### src/rtl/lfb_pkg.sv
// Shared types, constants and CRC step function for the link frame builder.
`timescale 1ns / 1ps
package lfb_pkg;

    localparam logic [7:0]  FLAG_BYTE   = 8'h7E;
    localparam logic [7:0]  ESC_BYTE    = 8'h7D;
    localparam logic [15:0] CRC_INIT    = 16'hFFFF;
    localparam logic [15:0] FIXED_CHECK = 16'hC3C3;
    localparam logic [15:0] POLY_RESET  = 16'hA001;
    localparam logic [7:0]  ORPHAN_BYTE = 8'h00;

    localparam int CFG_IDX_W  = 3;
    localparam int CFG_DATA_W = 16;
    localparam int FIFO_DEPTH = 2;
    localparam int FIFO_AW    = 1;
    localparam int FIFO_CW    = 2;

    typedef enum logic [CFG_IDX_W-1:0] {
        REG_SENDER_ADDR   = 3'd0,
        REG_RECEIVER_ADDR = 3'd1,
        REG_PROTOCOL_BIT  = 3'd2,
        REG_CHECK_MODE    = 3'd3,
        REG_CRC_POLY      = 3'd4
    } lfb_reg_idx_t;

    typedef enum logic {
        OP_BEGIN   = 1'b0,
        OP_PAYLOAD = 1'b1
    } lfb_opcode_t;

    typedef struct packed {
        logic       opcode;
        logic [7:0] data_byte;
        logic [2:0] fragment_index;
        logic       final_fragment;
        logic [1:0] message_type;
        logic [7:0] sequence_number;
        logic [7:0] payload_length;
    } lfb_in_t;

    typedef struct packed {
        logic [7:0] out_byte;
        logic       last_of_run;
        logic       frame_end;
        logic       usage_error;
    } lfb_out_t;

    typedef struct packed {
        logic [7:0]  sender_address;
        logic [7:0]  receiver_address;
        logic        protocol_bit;
        logic        check_mode;
        logic [15:0] crc_polynomial;
    } lfb_cfg_t;

    typedef enum logic [1:0] {
        KIND_BEGIN  = 2'd0,
        KIND_DATA   = 2'd1,
        KIND_ORPHAN = 2'd2
    } lfb_kind_t;

    // one classified request; for a begin the byte field carries the length
    typedef struct packed {
        lfb_kind_t  kind;
        logic       err;
        logic       close;
        logic [7:0] byte_val;
        logic [2:0] fragment_index;
        logic       final_fragment;
        logic [1:0] message_type;
        logic [7:0] sequence_number;
    } lfb_cmd_t;

    typedef enum logic [3:0] {
        ST_FETCH,
        ST_OPEN_FLAG,
        ST_CTRL_HI,
        ST_SEQ,
        ST_SND,
        ST_RCV,
        ST_LEN,
        ST_DATA,
        ST_CHK_HI,
        ST_CHK_LO,
        ST_CLOSE_FLAG,
        ST_ORPHAN
    } lfb_state_t;

    // reflected CRC-16, one byte, shift right
    function automatic logic [15:0] crc_feed(input logic [15:0] crc,
                                             input logic [7:0]  b,
                                             input logic [15:0] poly);
        logic [15:0] c;
        c = crc ^ {8'h00, b};
        for (int k = 0; k < 8; k++) begin
            if (c[0]) begin
                c = (c >> 1) ^ poly;
            end else begin
                c = c >> 1;
            end
        end
        return c;
    endfunction

endpackage

### src/rtl/lfb_front.sv
// Front end: accepts input requests, tracks frame state and classifies them.
`timescale 1ns / 1ps
module lfb_front
    import lfb_pkg::*;
(
    input  logic     aclk,
    input  logic     aresetn,
    input  logic     s_valid,
    output logic     s_ready,
    input  lfb_in_t  s_data,
    output logic     push_valid,
    input  logic     push_ready,
    output lfb_cmd_t push_cmd
);

    logic       open_reg, open_next;
    logic [7:0] rem_reg, rem_next;
    logic       accept;

    assign s_ready    = push_ready;
    assign push_valid = s_valid;
    assign accept     = s_valid && push_ready;

    always_comb begin
        push_cmd.err             = 1'b0;
        push_cmd.close           = 1'b0;
        push_cmd.kind            = KIND_DATA;
        push_cmd.byte_val        = s_data.data_byte;
        push_cmd.fragment_index  = s_data.fragment_index;
        push_cmd.final_fragment  = s_data.final_fragment;
        push_cmd.message_type    = s_data.message_type;
        push_cmd.sequence_number = s_data.sequence_number;
        open_next                = open_reg;
        rem_next                 = rem_reg;
        if (s_data.opcode == OP_BEGIN) begin
            push_cmd.kind     = KIND_BEGIN;
            push_cmd.err      = open_reg;
            push_cmd.byte_val = s_data.payload_length;
            push_cmd.close    = (s_data.payload_length == 8'd0);
            open_next         = (s_data.payload_length != 8'd0);
            rem_next          = s_data.payload_length;
        end else if (!open_reg) begin
            push_cmd.kind = KIND_ORPHAN;
            push_cmd.err  = 1'b1;
        end else begin
            push_cmd.close = (rem_reg == 8'd1);
            open_next      = (rem_reg != 8'd1);
            rem_next       = rem_reg - 8'd1;
        end
    end

    always_ff @(posedge aclk) begin
        if (!aresetn) begin
            open_reg <= 1'b0;
            rem_reg  <= 8'd0;
        end else if (accept) begin
            open_reg <= open_next;
            rem_reg  <= rem_next;
        end
    end

endmodule

### src/rtl/lfb_cmd_fifo.sv
// Two-entry request queue between the front end and the byte sequencer.
`timescale 1ns / 1ps
module lfb_cmd_fifo
    import lfb_pkg::*;
(
    input  logic     aclk,
    input  logic     aresetn,
    input  logic     push_valid,
    output logic     push_ready,
    input  lfb_cmd_t push_cmd,
    output logic     pop_valid,
    input  logic     pop,
    output lfb_cmd_t pop_cmd
);

    lfb_cmd_t             mem_reg [FIFO_DEPTH];
    logic [FIFO_AW-1:0]   wr_ptr_reg, rd_ptr_reg;
    logic [FIFO_CW-1:0]   count_reg;
    logic                 do_push, do_pop;

    assign push_ready = (count_reg != FIFO_CW'(FIFO_DEPTH));
    assign pop_valid  = (count_reg != '0);
    assign pop_cmd    = mem_reg[rd_ptr_reg];
    assign do_push    = push_valid && push_ready;
    assign do_pop     = pop && pop_valid;

    always_ff @(posedge aclk) begin
        if (do_push) begin
            mem_reg[wr_ptr_reg] <= push_cmd;
        end
    end

    always_ff @(posedge aclk) begin
        if (!aresetn) begin
            wr_ptr_reg <= '0;
            rd_ptr_reg <= '0;
            count_reg  <= '0;
        end else begin
            if (do_push) begin
                wr_ptr_reg <= wr_ptr_reg + FIFO_AW'(1);
            end
            if (do_pop) begin
                rd_ptr_reg <= rd_ptr_reg + FIFO_AW'(1);
            end
            if (do_push && !do_pop) begin
                count_reg <= count_reg + FIFO_CW'(1);
            end else if (do_pop && !do_push) begin
                count_reg <= count_reg - FIFO_CW'(1);
            end
        end
    end

endmodule

### src/rtl/lfb_back.sv
// Back end: byte sequencer with escaping, CRC and the output register.
`timescale 1ns / 1ps
module lfb_back
    import lfb_pkg::*;
(
    input  logic     aclk,
    input  logic     aresetn,
    input  lfb_cfg_t cfg,
    input  logic     cmd_valid,
    output logic     cmd_pop,
    input  lfb_cmd_t cmd_in,
    output logic     m_valid,
    input  logic     m_ready,
    output lfb_out_t m_data
);

    lfb_state_t  state_reg, state_next;
    lfb_cmd_t    cmd_reg, cmd_next;
    logic        esc_done_reg, esc_done_next;
    logic [15:0] crc_reg, crc_next;
    logic        m_valid_reg, m_valid_next;
    lfb_out_t    m_item_reg, m_item_next;

    logic        out_free, emit, stuffed, crc_body, needs_esc, step_done, last;
    logic [7:0]  cur_byte, ctrl_hi;
    logic [15:0] chk;

    assign out_free = !m_valid_reg || m_ready;
    assign ctrl_hi  = {cmd_reg.fragment_index, cmd_reg.final_fragment, cfg.protocol_bit,
                       cmd_reg.message_type, cfg.check_mode};
    assign chk      = cfg.check_mode ? crc_reg : FIXED_CHECK;

    // datapath and output side of the sequencer
    always_comb begin
        cur_byte = FLAG_BYTE;
        stuffed  = 1'b0;
        crc_body = 1'b0;
        last     = 1'b0;
        case (state_reg)
            ST_OPEN_FLAG:  cur_byte = FLAG_BYTE;
            ST_CTRL_HI:    begin cur_byte = ctrl_hi;                 crc_body = 1'b1; end
            ST_SEQ:        begin cur_byte = cmd_reg.sequence_number; crc_body = 1'b1; end
            ST_SND:        begin cur_byte = cfg.sender_address;      crc_body = 1'b1; end
            ST_RCV:        begin cur_byte = cfg.receiver_address;    crc_body = 1'b1; end
            ST_LEN: begin
                cur_byte = cmd_reg.byte_val;
                crc_body = 1'b1;
                last     = !cmd_reg.close;
            end
            ST_DATA: begin
                cur_byte = cmd_reg.byte_val;
                crc_body = 1'b1;
                last     = !cmd_reg.close;
            end
            ST_CHK_HI:     begin cur_byte = chk[15:8]; stuffed = 1'b1; end
            ST_CHK_LO:     begin cur_byte = chk[7:0];  stuffed = 1'b1; end
            ST_CLOSE_FLAG: begin cur_byte = FLAG_BYTE; last = 1'b1; end
            ST_ORPHAN:     begin cur_byte = ORPHAN_BYTE; last = 1'b1; end
            default:       cur_byte = FLAG_BYTE;
        endcase
        stuffed = stuffed || crc_body;

        needs_esc = stuffed && !esc_done_reg &&
                    (cur_byte == FLAG_BYTE || cur_byte == ESC_BYTE);
        emit      = (state_reg != ST_FETCH) && out_free;
        step_done = emit && !needs_esc;
        cmd_pop   = (state_reg == ST_FETCH) && cmd_valid;

        cmd_next      = cmd_pop ? cmd_in : cmd_reg;
        esc_done_next = esc_done_reg;
        crc_next      = crc_reg;
        m_valid_next  = m_valid_reg;
        m_item_next   = m_item_reg;

        if (cmd_pop && cmd_in.kind == KIND_BEGIN) begin
            crc_next = CRC_INIT;
        end
        if (emit) begin
            m_valid_next            = 1'b1;
            m_item_next.usage_error = cmd_reg.err;
            if (needs_esc) begin
                m_item_next.out_byte    = ESC_BYTE;
                m_item_next.last_of_run = 1'b0;
                m_item_next.frame_end   = 1'b0;
                esc_done_next           = 1'b1;
            end else begin
                m_item_next.out_byte    = cur_byte;
                m_item_next.last_of_run = last;
                m_item_next.frame_end   = (state_reg == ST_CLOSE_FLAG);
                esc_done_next           = 1'b0;
                if (crc_body) begin
                    crc_next = crc_feed(crc_reg, cur_byte, cfg.crc_polynomial);
                end
            end
        end else if (m_ready) begin
            m_valid_next = 1'b0;
        end
    end

    always_comb begin
        state_next = state_reg;
        case (state_reg)
            ST_FETCH: begin
                if (cmd_pop) begin
                    case (cmd_in.kind)
                        KIND_BEGIN:  state_next = ST_OPEN_FLAG;
                        KIND_DATA:   state_next = ST_DATA;
                        KIND_ORPHAN: state_next = ST_ORPHAN;
                        default:     state_next = ST_FETCH;
                    endcase
                end
            end
            ST_OPEN_FLAG:  if (step_done) state_next = ST_CTRL_HI;
            ST_CTRL_HI:    if (step_done) state_next = ST_SEQ;
            ST_SEQ:        if (step_done) state_next = ST_SND;
            ST_SND:        if (step_done) state_next = ST_RCV;
            ST_RCV:        if (step_done) state_next = ST_LEN;
            ST_LEN, ST_DATA: begin
                if (step_done) state_next = cmd_reg.close ? ST_CHK_HI : ST_FETCH;
            end
            ST_CHK_HI:     if (step_done) state_next = ST_CHK_LO;
            ST_CHK_LO:     if (step_done) state_next = ST_CLOSE_FLAG;
            ST_CLOSE_FLAG: if (step_done) state_next = ST_FETCH;
            ST_ORPHAN:     if (step_done) state_next = ST_FETCH;
            default:       state_next = ST_FETCH;
        endcase
    end

    always_ff @(posedge aclk) begin
        if (!aresetn) begin
            state_reg    <= ST_FETCH;
            esc_done_reg <= 1'b0;
            crc_reg      <= CRC_INIT;
            m_valid_reg  <= 1'b0;
        end else begin
            state_reg    <= state_next;
            esc_done_reg <= esc_done_next;
            crc_reg      <= crc_next;
            m_valid_reg  <= m_valid_next;
        end
    end

    always_ff @(posedge aclk) begin
        cmd_reg    <= cmd_next;
        m_item_reg <= m_item_next;
    end

    assign m_valid = m_valid_reg;
    assign m_data  = m_item_reg;

endmodule

### src/rtl/link_frame_builder_crc16_stuffing_unit.sv
// Top level of the byte-stuffed link frame builder with CRC-16 trailer.
// Usage:
//   s_valid/s_ready/s_data take requests: opcode 0 opens a frame (header is
//   sent), opcode 1 carries one payload byte. m_valid/m_ready/m_data give one
//   line byte per transfer, with last_of_run marking the final byte that a
//   request causes and frame_end the closing 0x7E.
//   cfg_we/cfg_index/cfg_wdata write the station registers; write them only
//   while the block is idle.
// Timing:
//   A request goes into the two-entry queue, is fetched by the byte sequencer
//   and its first byte is registered at the output. The sequencer then emits
//   one line byte per cycle while the output register is free: a payload byte
//   (plus trailer if it closes the frame) or a begin's flag and five header
//   bytes (plus trailer at zero length). The front end keeps taking requests
//   while the queue has room; sustained rate is set by sequencer and output.
// Reset: aresetn (synchronous, active low) empties the queue, closes any
//   open frame, restores register defaults and drops m_valid.
// Stall: while m_ready is low the output byte holds, the sequencer waits and
//   the queue fills; s_ready falls once both queue entries are taken.
`timescale 1ns / 1ps
module link_frame_builder_crc16_stuffing_unit
    import lfb_pkg::*;
(
    input  logic                  aclk,
    input  logic                  aresetn,
    input  logic                  s_valid,
    output logic                  s_ready,
    input  lfb_in_t               s_data,
    output logic                  m_valid,
    input  logic                  m_ready,
    output lfb_out_t              m_data,
    input  logic                  cfg_we,
    input  logic [CFG_IDX_W-1:0]  cfg_index,
    input  logic [CFG_DATA_W-1:0] cfg_wdata
);

    lfb_cfg_t cfg_reg;
    logic     push_valid, push_ready, cmd_valid, cmd_pop;
    lfb_cmd_t push_cmd, cmd;

    always_ff @(posedge aclk) begin
        if (!aresetn) begin
            cfg_reg.sender_address   <= 8'd0;
            cfg_reg.receiver_address <= 8'd0;
            cfg_reg.protocol_bit     <= 1'b0;
            cfg_reg.check_mode       <= 1'b1;
            cfg_reg.crc_polynomial   <= POLY_RESET;
        end else if (cfg_we) begin
            case (cfg_index)
                REG_SENDER_ADDR:   cfg_reg.sender_address   <= cfg_wdata[7:0];
                REG_RECEIVER_ADDR: cfg_reg.receiver_address <= cfg_wdata[7:0];
                REG_PROTOCOL_BIT:  cfg_reg.protocol_bit     <= cfg_wdata[0];
                REG_CHECK_MODE:    cfg_reg.check_mode       <= cfg_wdata[0];
                REG_CRC_POLY:      cfg_reg.crc_polynomial   <= cfg_wdata[15:0];
                default:           ;
            endcase
        end
    end

    lfb_front u_front (
        .aclk       (aclk),
        .aresetn    (aresetn),
        .s_valid    (s_valid),
        .s_ready    (s_ready),
        .s_data     (s_data),
        .push_valid (push_valid),
        .push_ready (push_ready),
        .push_cmd   (push_cmd)
    );

    lfb_cmd_fifo u_fifo (
        .aclk       (aclk),
        .aresetn    (aresetn),
        .push_valid (push_valid),
        .push_ready (push_ready),
        .push_cmd   (push_cmd),
        .pop_valid  (cmd_valid),
        .pop        (cmd_pop),
        .pop_cmd    (cmd)
    );

    lfb_back u_back (
        .aclk      (aclk),
        .aresetn   (aresetn),
        .cfg       (cfg_reg),
        .cmd_valid (cmd_valid),
        .cmd_pop   (cmd_pop),
        .cmd_in    (cmd),
        .m_valid   (m_valid),
        .m_ready   (m_ready),
        .m_data    (m_data)
    );

`ifndef SYNTH
    a_end_is_last: assert property (@(posedge aclk) disable iff (!aresetn)
        m_valid && m_data.frame_end |-> m_data.last_of_run)
        else $error("frame end without last_of_run");

    a_end_is_flag: assert property (@(posedge aclk) disable iff (!aresetn)
        m_valid && m_data.frame_end |-> m_data.out_byte == FLAG_BYTE)
        else $error("frame end byte is not the delimiter");

    a_reset_clears: assert property (@(posedge aclk)
        !aresetn |=> !m_valid)
        else $error("output valid after reset");

    a_pop_has_data: assert property (@(posedge aclk) disable iff (!aresetn)
        cmd_pop |-> cmd_valid)
        else $error("request popped from empty queue");
`endif

endmodule

### config.mk
export PLATFORM = sky130hd
export DESIGN_NAME = link_frame_builder_crc16_stuffing_unit
export DESIGN_NICKNAME = d
export VERILOG_FILES = /design/src/rtl/lfb_pkg.sv /design/src/rtl/lfb_front.sv /design/src/rtl/lfb_cmd_fifo.sv /design/src/rtl/lfb_back.sv /design/src/rtl/link_frame_builder_crc16_stuffing_unit.sv
export SDC_FILE = /design/constraint.sdc
export NUM_CORES = 1
export LEC_CHECK = 0
export BUFFER_PORTS_ARGS = -buffer_cell sky130_fd_sc_hd__buf_2
export CORE_ASPECT_RATIO = 1.5
export CORE_UTILIZATION = 55
export CTS_CLUSTER_SIZE = 40
export DETAILED_ROUTE_END_ITERATION = 12
export PLACE_DENSITY = 0.77
export SLEW_MARGIN = 20
export SYNTH_ARGS = -nofsm -noshare
export SYNTH_HDL_FRONTEND = slang
export SYNTH_SLANG_ARGS = --single-unit
### constraint.sdc
create_clock -name aclk -period 12.1 [get_ports aclk]
set_input_delay 2.42 -clock aclk [delete_from_list [all_inputs] [get_ports aclk]]
set_output_delay 2.42 -clock aclk [all_outputs]
set_load 0.005 [all_outputs]
### After elaboration in Yosys (flattened, before gate mapping)

Memory sizes are Yosys's and may differ from the RTL's. A register that Yosys moved wholly into a read port is not among the register bits.
Index checks and enable logic that the tools add are counted.

| storage, ports and cells | value |
|---|---|
| flip-flop bits (word level) | 104 |
| bits in latches | 0 |
| memory bits (writable) | 52 |
| bits in read-only memories | 0 |
| bits of input ports | 55 |
| output and inout port bits | 13 |
| logic and storage cells | 180 |
| memories kept | 1 |

| operators by class | value |
|---|---|
| $add $sub $neg | 5 |
| multipliers | 0 |
| div/mod/pow operators | 0 |
| order comparisons | 0 |
| equality and inequality tests | 33 |
| shifts and indexed selects | 0 |
| multiplexer cells | 68 |
| bitwise logic cells | 9 |
| reduce and logical (&&, ||, !) cells | 39 |

Memory list:

| memory | words | width | read ports | clocked after memory_dff | write ports | line | RTL |
|---|---|---|---|---|---|---|---|
| u_fifo.mem_reg | 2 | 26 | 1 | 1 | 1 | lfb_cmd_fifo.sv:16 | `lfb_cmd_t mem_reg [FIFO_DEPTH];` |

Operators by type and width:

| operator | count |
|---|---|
| two-way mux 16 bit | 34 |
| bitwise XOR 15 x 16 -> 16 bit | 8 |
| one-hot mux 8 bit (8 select lines) | 1 |
| two-way mux 4 bit | 12 |
| one-hot mux 4 bit (10 select lines) | 1 |
| two-way mux 8 bit | 3 |
| inequality test 2 x 1 -> 1 bit, second input constant | 10 |
| equality test 4 x 3 -> 1 bit, second input constant | 4 |
| equality test 4 bit, second input constant | 4 |
| equality test 8 x 7 -> 1 bit, second input constant | 2 |
| bitwise XOR 16 x 8 -> 16 bit | 1 |
| two-way mux 1 bit | 12 |
| one-hot mux 4 bit (3 select lines) | 1 |
| AND reduction 2 bit | 6 |
| logical AND 1 bit | 10 |
| AND reduction 10 bit | 1 |
| equality test 4 x 2 -> 1 bit, second input constant | 2 |
| equality test 8 x 1 -> 1 bit, second input constant | 1 |
| zero test 8 bit | 1 |
| inequality test 8 x 1 -> 1 bit, second input constant | 1 |
| nonzero test 8 bit | 1 |
| subtractor 8 x 1 -> 8 bit, second input constant | 1 |
| equality test 3 x 2 -> 1 bit, second input constant | 2 |
| zero test 1 bit | 6 |
| 20 further kinds | 29 |

### Longest topological paths before layout

| depth | value |
|---|---|
| depth in word-level cells | 44 |
| gate-level depth with buffers | 20 |
| mapped depth without buffers | 16 |

### By module

Synthesis repeated with hierarchy kept, for this count alone.

| unflattened totals | value |
|---|---|
| cells, all modules | 1008 |
| area total of the unflattened synthesis | 9863.2 µm² |

By module, submodules not included:

| module | times used | cells each | area an instance (µm²) |
|---|---|---|---|
| lfb_back | 1 | 657 | 5546.6 |
| lfb_cmd_fifo | 1 | 105 | 2112.0 |
| link_frame_builder_crc16_stuffing_unit | 1 | 134 | 1342.5 |
| lfb_front | 1 | 112 | 862.1 |

### Worst setup path after synthesis

OpenSTA, ideal clock, no wires.

| path | value |
|---|---|
| kind | input to register |
| start | input port m_ready |
| end | register u_back.crc_reg[10] |
| arrival time | 4.255 ns |
| slack | 7.712 ns |
| stages on the path | 8 |
| path buffers | 2 |
| cell sequence | nand2b_1 > nor2b_1 > nand2b_1 > nor3_1 > and2_1 > clkbuf_1 > clkbuf_1 > a21oi_1 |

| between the ends | value |
|---|---|
| word-level cells in the longest chain between the ends | 3 |

Ends and longest elaborated chain:

| element | line | RTL |
|---|---|---|
| start: declaration | link_frame_builder_crc16_stuffing_unit.sv:30 | `input logic m_ready,` |
| logical OR 1 bit | lfb_back.sv:28 | `assign out_free = !m_valid_reg \|\| m_ready;` |
| logical AND 1 bit | lfb_back.sv:65 | `emit = (state_reg != ST_FETCH) && out_free;` |
| named net u_back.emit | lfb_back.sv:24 | `logic out_free, emit, stuffed, crc_body, needs_esc, step_done, last;` |
| two-way mux 16 bit | lfb_back.sv:78 | `if (emit) begin` |
| end signal: assignment | lfb_back.sv:138 | `crc_reg <= crc_next;` |
| end: declaration | lfb_back.sv:20 | `logic [15:0] crc_reg, crc_next;` |

The timed path passes the listed nets, and every way through them passes these cells.
A chain may end at the register's enable or synchronous reset.

### Worst setup path in the final report

| path | value |
|---|---|
| start | register u_back.state_reg[2] |
| end | register u_back.crc_reg[7] |

| between the ends | value |
|---|---|
| word-level cells in the longest chain between the ends | 43 |

Ends and longest elaborated chain:

| element | line | RTL |
|---|---|---|
| start: declaration | lfb_back.sv:17 | `lfb_state_t state_reg, state_next;` |
| start signal: assignment | lfb_back.sv:136 | `state_reg <= state_next;` |
| equality test 4 x 3 -> 1 bit | lfb_back.sv:39 | `case (state_reg)` |
| OR reduction 2 bit (no line) | n/a |  |
| one-hot mux 8 bit (8 select lines) | lfb_back.sv:39 |  |
| bitwise XOR 16 x 8 -> 16 bit | lfb_pkg.sv:94 | `c = crc ^ {8'h00, b};` |
| two-way mux 16 bit or bitwise XOR 15 x 16 -> 16 bit (tied branches) | lfb_pkg.sv:96, lfb_pkg.sv:97 |  |
| two-way mux 16 bit, on equally long branches | lfb_back.sv:91, lfb_pkg.sv:96 |  |
| two-way mux 16 bit, on equally long branches | lfb_back.sv:81, lfb_back.sv:91 |  |
| two-way mux 16 bit, on equally long branches | lfb_back.sv:78, lfb_back.sv:81 |  |
| [27 not listed] | n/a |  |
| two-way mux 16 bit, on equally long branches | lfb_back.sv:91, lfb_pkg.sv:96 |  |
| two-way mux 16 bit, on equally long branches | lfb_back.sv:81, lfb_back.sv:91 |  |
| two-way mux 16 bit, on equally long branches | lfb_back.sv:78, lfb_back.sv:81 |  |
| bitwise XOR 15 x 16 -> 16 bit or two-way mux 16 bit (tied branches) | lfb_pkg.sv:97, lfb_back.sv:78 |  |
| two-way mux 16 bit | lfb_pkg.sv:96 | `if (c[0]) begin` |
| two-way mux 16 bit | lfb_back.sv:91 | `if (crc_body) begin` |
| two-way mux 16 bit | lfb_back.sv:81 | `if (needs_esc) begin` |
| two-way mux 16 bit * | lfb_back.sv:78 |  |

Every way passes the cells marked *; elsewhere a longest branch is shown, timed or not. The select of a mux whose other input is x is not followed.

==> impl_metrics.json <==
{
  "required_ns": 12.45,
  "grt_busiest_layer": "met2",
  "cp_max_fo": 31,
  "postCtsSetupBuffers": 0,
  "dpl.hpwl_mm": 15.8,
  "grt_pass1_wl_mm": 35.4,
  "cts_sinks": 157,
  "synth_common_cells": "nand2_1 (179), edfxtp_1 (87), xnor2_1 (80)",
  "ant_nets": 0,
  "grt_pass1_vias": 7084,
  "synth_seq_area_share_pct": 42.9,
  "synth_top_area_share_pct": 27.9,
  "hp-class": "reg2reg",
  "cts-root-buf": "clkbuf_16",
  "num_rows": 58,
  "yosysMostFrequentCell": "nand2_1",
  "critPathArrivalTime_ns": 6.07,
  "avgSynthCellArea_sq_um": 9.73,
  "yosysUniqueCellTypes": 79,
  "cts.path.max_buffers": 2,
  "cp_cell_sequence": "nand2b_1, nor3_1, or4_1, and2_1, o211ai_1, a21oi_1, a311o_1, xnor3_1, or4_1, nand3_1, a21boi_2, xnor2_2, nand2_1, xor3_1, a21oi_1",
  "drt-pass1-iter-count": 5,
  "worstReg2RegEnd": "u_back.crc_reg[7]$_SDFF_PN1_",
  "syn2layout_area_growth_pct": 10.5,
  "cts_tree": "built",
  "vias": 7116,
  "die_w_um": 108,
  "crit_path_max_incr_delay_ns": 0.92,
  "grt_max_degree": 58,
  "crit_type": "reg2reg",
  "via_per_inst": 5.85,
  "tightest_slew_ns": 1.05,
  "fmax_ghz": 0.175,
  "syn_inst": 961,
  "setup_tns_ns": 0,
  "r2r_slack_ns": 6.39,
  "diodes": 0,
  "yosysWarnings": 0,
  "dieArea_sq_mm": 0.0175,
  "period_share_pct": 47.2,
  "hold_violations": 0,
  "ys.flop_type": "edfxtp_1",
  "ios": 68,
  "final_nets": 1057,
  "setup_viol": 0,
  "place.gp.congestion": 0.940,
  "routed_wl_mm": 21.7,
  "clock_latency_ns": 0.43,
  "reg2reg_from": "u_back.state_reg[2]$_SDFFE_PN0P_",
  "drv_cap": 0,
  "synth_edf_count": 87,
  "route.detailed.drc": 0,
  "rr_worst_depth": 15,
  "crit_slowest_cell": "dfxtp_1",
  "synth_area_leader_cell": "edfxtp_1",
  "met2_usage_pct": 48.4,
  "min_to": "u_back.m_data[0]$_DFFE_PP_",
  "hold_path_startpoint": "u_back.cmd_reg[23]$_DFFE_PP_",
  "cts_buffers": 17,
  "coreArea_sq_mm": 0.0167,
  "drive_gt1_share_pct": 17.0,
  "die_h_um": 162,
  "port_buffers": 67,
  "syn_area_sq_mm": 0.00935,
  "largest_register_ffs": 52,
  "cts_resized": 0,
  "antenna_found_initial": 0,
  "critical_path.endpoint_type": "register",
  "finClkSkew_ns": 0.0123,
  "drt_iter0_drc": 398,
  "start_util_pct": 56.0,
  "clk_pin_slew_ns": 0.07,
  "groute.usage.overall_pct": 26.3,
  "globalRouteOverflowTotal": 0,
  "period_minus_slack_ns": 5.71,
  "cp-start-kind": "register",
  "whs_path_depth": 0,
  "report.final.slew_viol_count": 0,
  "gr-usage-met1_pct": 28.1,
  "htree_num_levels": 4,
  "status": "completed",
  "synth-async-reset-ratio_pct": 0,
  "rsz0062_at_grt": "false",
  "slew_headroom_pct": 29.8,
  "grtUsageMet3_pct": 4.05,
  "postCtsHoldBufs": 0,
  "syn-num-nets": 1025,
  "yosys_register_bits": 157,
  "wl_per_cell_um": 17.9,
  "synthTopCellsByArea": "edfxtp_1 (28%), dfxtp_1 (15%), xnor2_1 (7.5%), nand2_1 (7.2%), mux2_2 (3.5%)"
}
[placed cells by master, fill, tap and decap left out, types with 6 or more instances in the layout]
master,n
buf_4,7
and2_1,15
and3_1,8
nor3_1,14
xnor3_1,12
nor2b_1,20
mux2i_1,28
o21ai_1,19
nand3b_1,7
o21ai_0,27
nor2_1,43
o211ai_1,6
nand3_1,15
mux2_2,29
nand2b_1,9
buf_2,67
a21boi_0,28
inv_6,6
nand2_1,179
dfxtp_1,70
edfxtp_1,87
a21oi_1,39
xnor2_1,79
xor2_1,18
ha_1,9
clkbuf_16,17
inv_1,21
o22ai_1,6
a32oi_1,6
a211oi_1,7
[metal layers]
| layer | up-vias | part of all wire [%] | routed length [um] |
|---|---|---|---|
| li1 | 3452 | - | - |
| met1 | 3371 | 38 | 8200 |
| met2 | 228 | 54 | 11700 |
| met3 | 65 | 4.0 | 861 |
| met4 | 0 | 4.5 | 982 |
| met5 | - | 0 | 0 |
[layout make-up]
cell class | instances | area (sq um)
repair buffers | 74 | 388
well taps | 210 | 263
fillers | 1448 | 6360
flip-flops and latches | 157 | 4010
clock buffers | 18 | 439
inverters | 22 | 82.6
clock inverters | 14 | 148
multi-input cells | 721 | 5000
[critical path, delay by kind of cell (launching register included)]
family           cells  cell delay, ns
AND/OR/NAND/NOR      7            2.27
AO/OA/AOI/OAI        5            0.93
XOR/XNOR             3            1.51
flip-flops           1            0.92
[kinds of logic after synthesis]
logic type | share of synthesized area [%]
buf+inv | 3.76
compound gates | 14.5
simple gates | 17.7
xor+xnor | 13.4
fa+ha+maj | 1.20
mux | 6.49
flops | 42.9
[stage by stage]
| step | utilization (%) | hold WS (ns) | setup WS [ns] | area [sq um] | cells |
|---|---|---|---|---|---|
| 2_1_floorplan | - | 0.400 | 7.71 | 9350 | 961 |
| 3_5_place_dp | 58.3 | 0.413 | 6.33 | 9730 | 1184 |
| 6_report | 61.9 | 0.433 | 6.39 | 10300 | 1216 |
| 4_1_cts | 61.8 | 0.426 | 6.31 | 10300 | 1216 |
| 3_3_place_gp | 58.3 | 0.410 | 6.46 | 9730 | 1184 |
| 5_1_grt | 61.9 | 0.448 | 5.88 | 10300 | 1216 |
[how the worst max path moves through the flow]
| stage | from | endpoint | depth (start not counted) |
|---|---|---|---|
| after global routing | u_back.state_reg[2]$_SDFFE_PN0P_ | u_back.crc_reg[11]$_SDFF_PN1_ | 16 |
| after global placement | u_back.state_reg[1]$_SDFFE_PN0P_ | u_back.crc_reg[7]$_SDFF_PN1_ | 16 |
| after floorplan | m_ready | u_back.crc_reg[10]$_SDFF_PN1_ | 8 |
| final | u_back.state_reg[2]$_SDFFE_PN0P_ | u_back.crc_reg[7]$_SDFF_PN1_ | 15 |
| after CTS | u_back.state_reg[1]$_SDFFE_PN0P_ | u_back.crc_reg[11]$_SDFF_PN1_ | 16 |
| after detailed placement | u_back.state_reg[2]$_SDFFE_PN0P_ | u_back.crc_reg[11]$_SDFF_PN1_ | 16 |
Power is left out: the tool's default activity adds up to more than one toggle a clock period on the data nets, which glitch-free logic cannot reach.
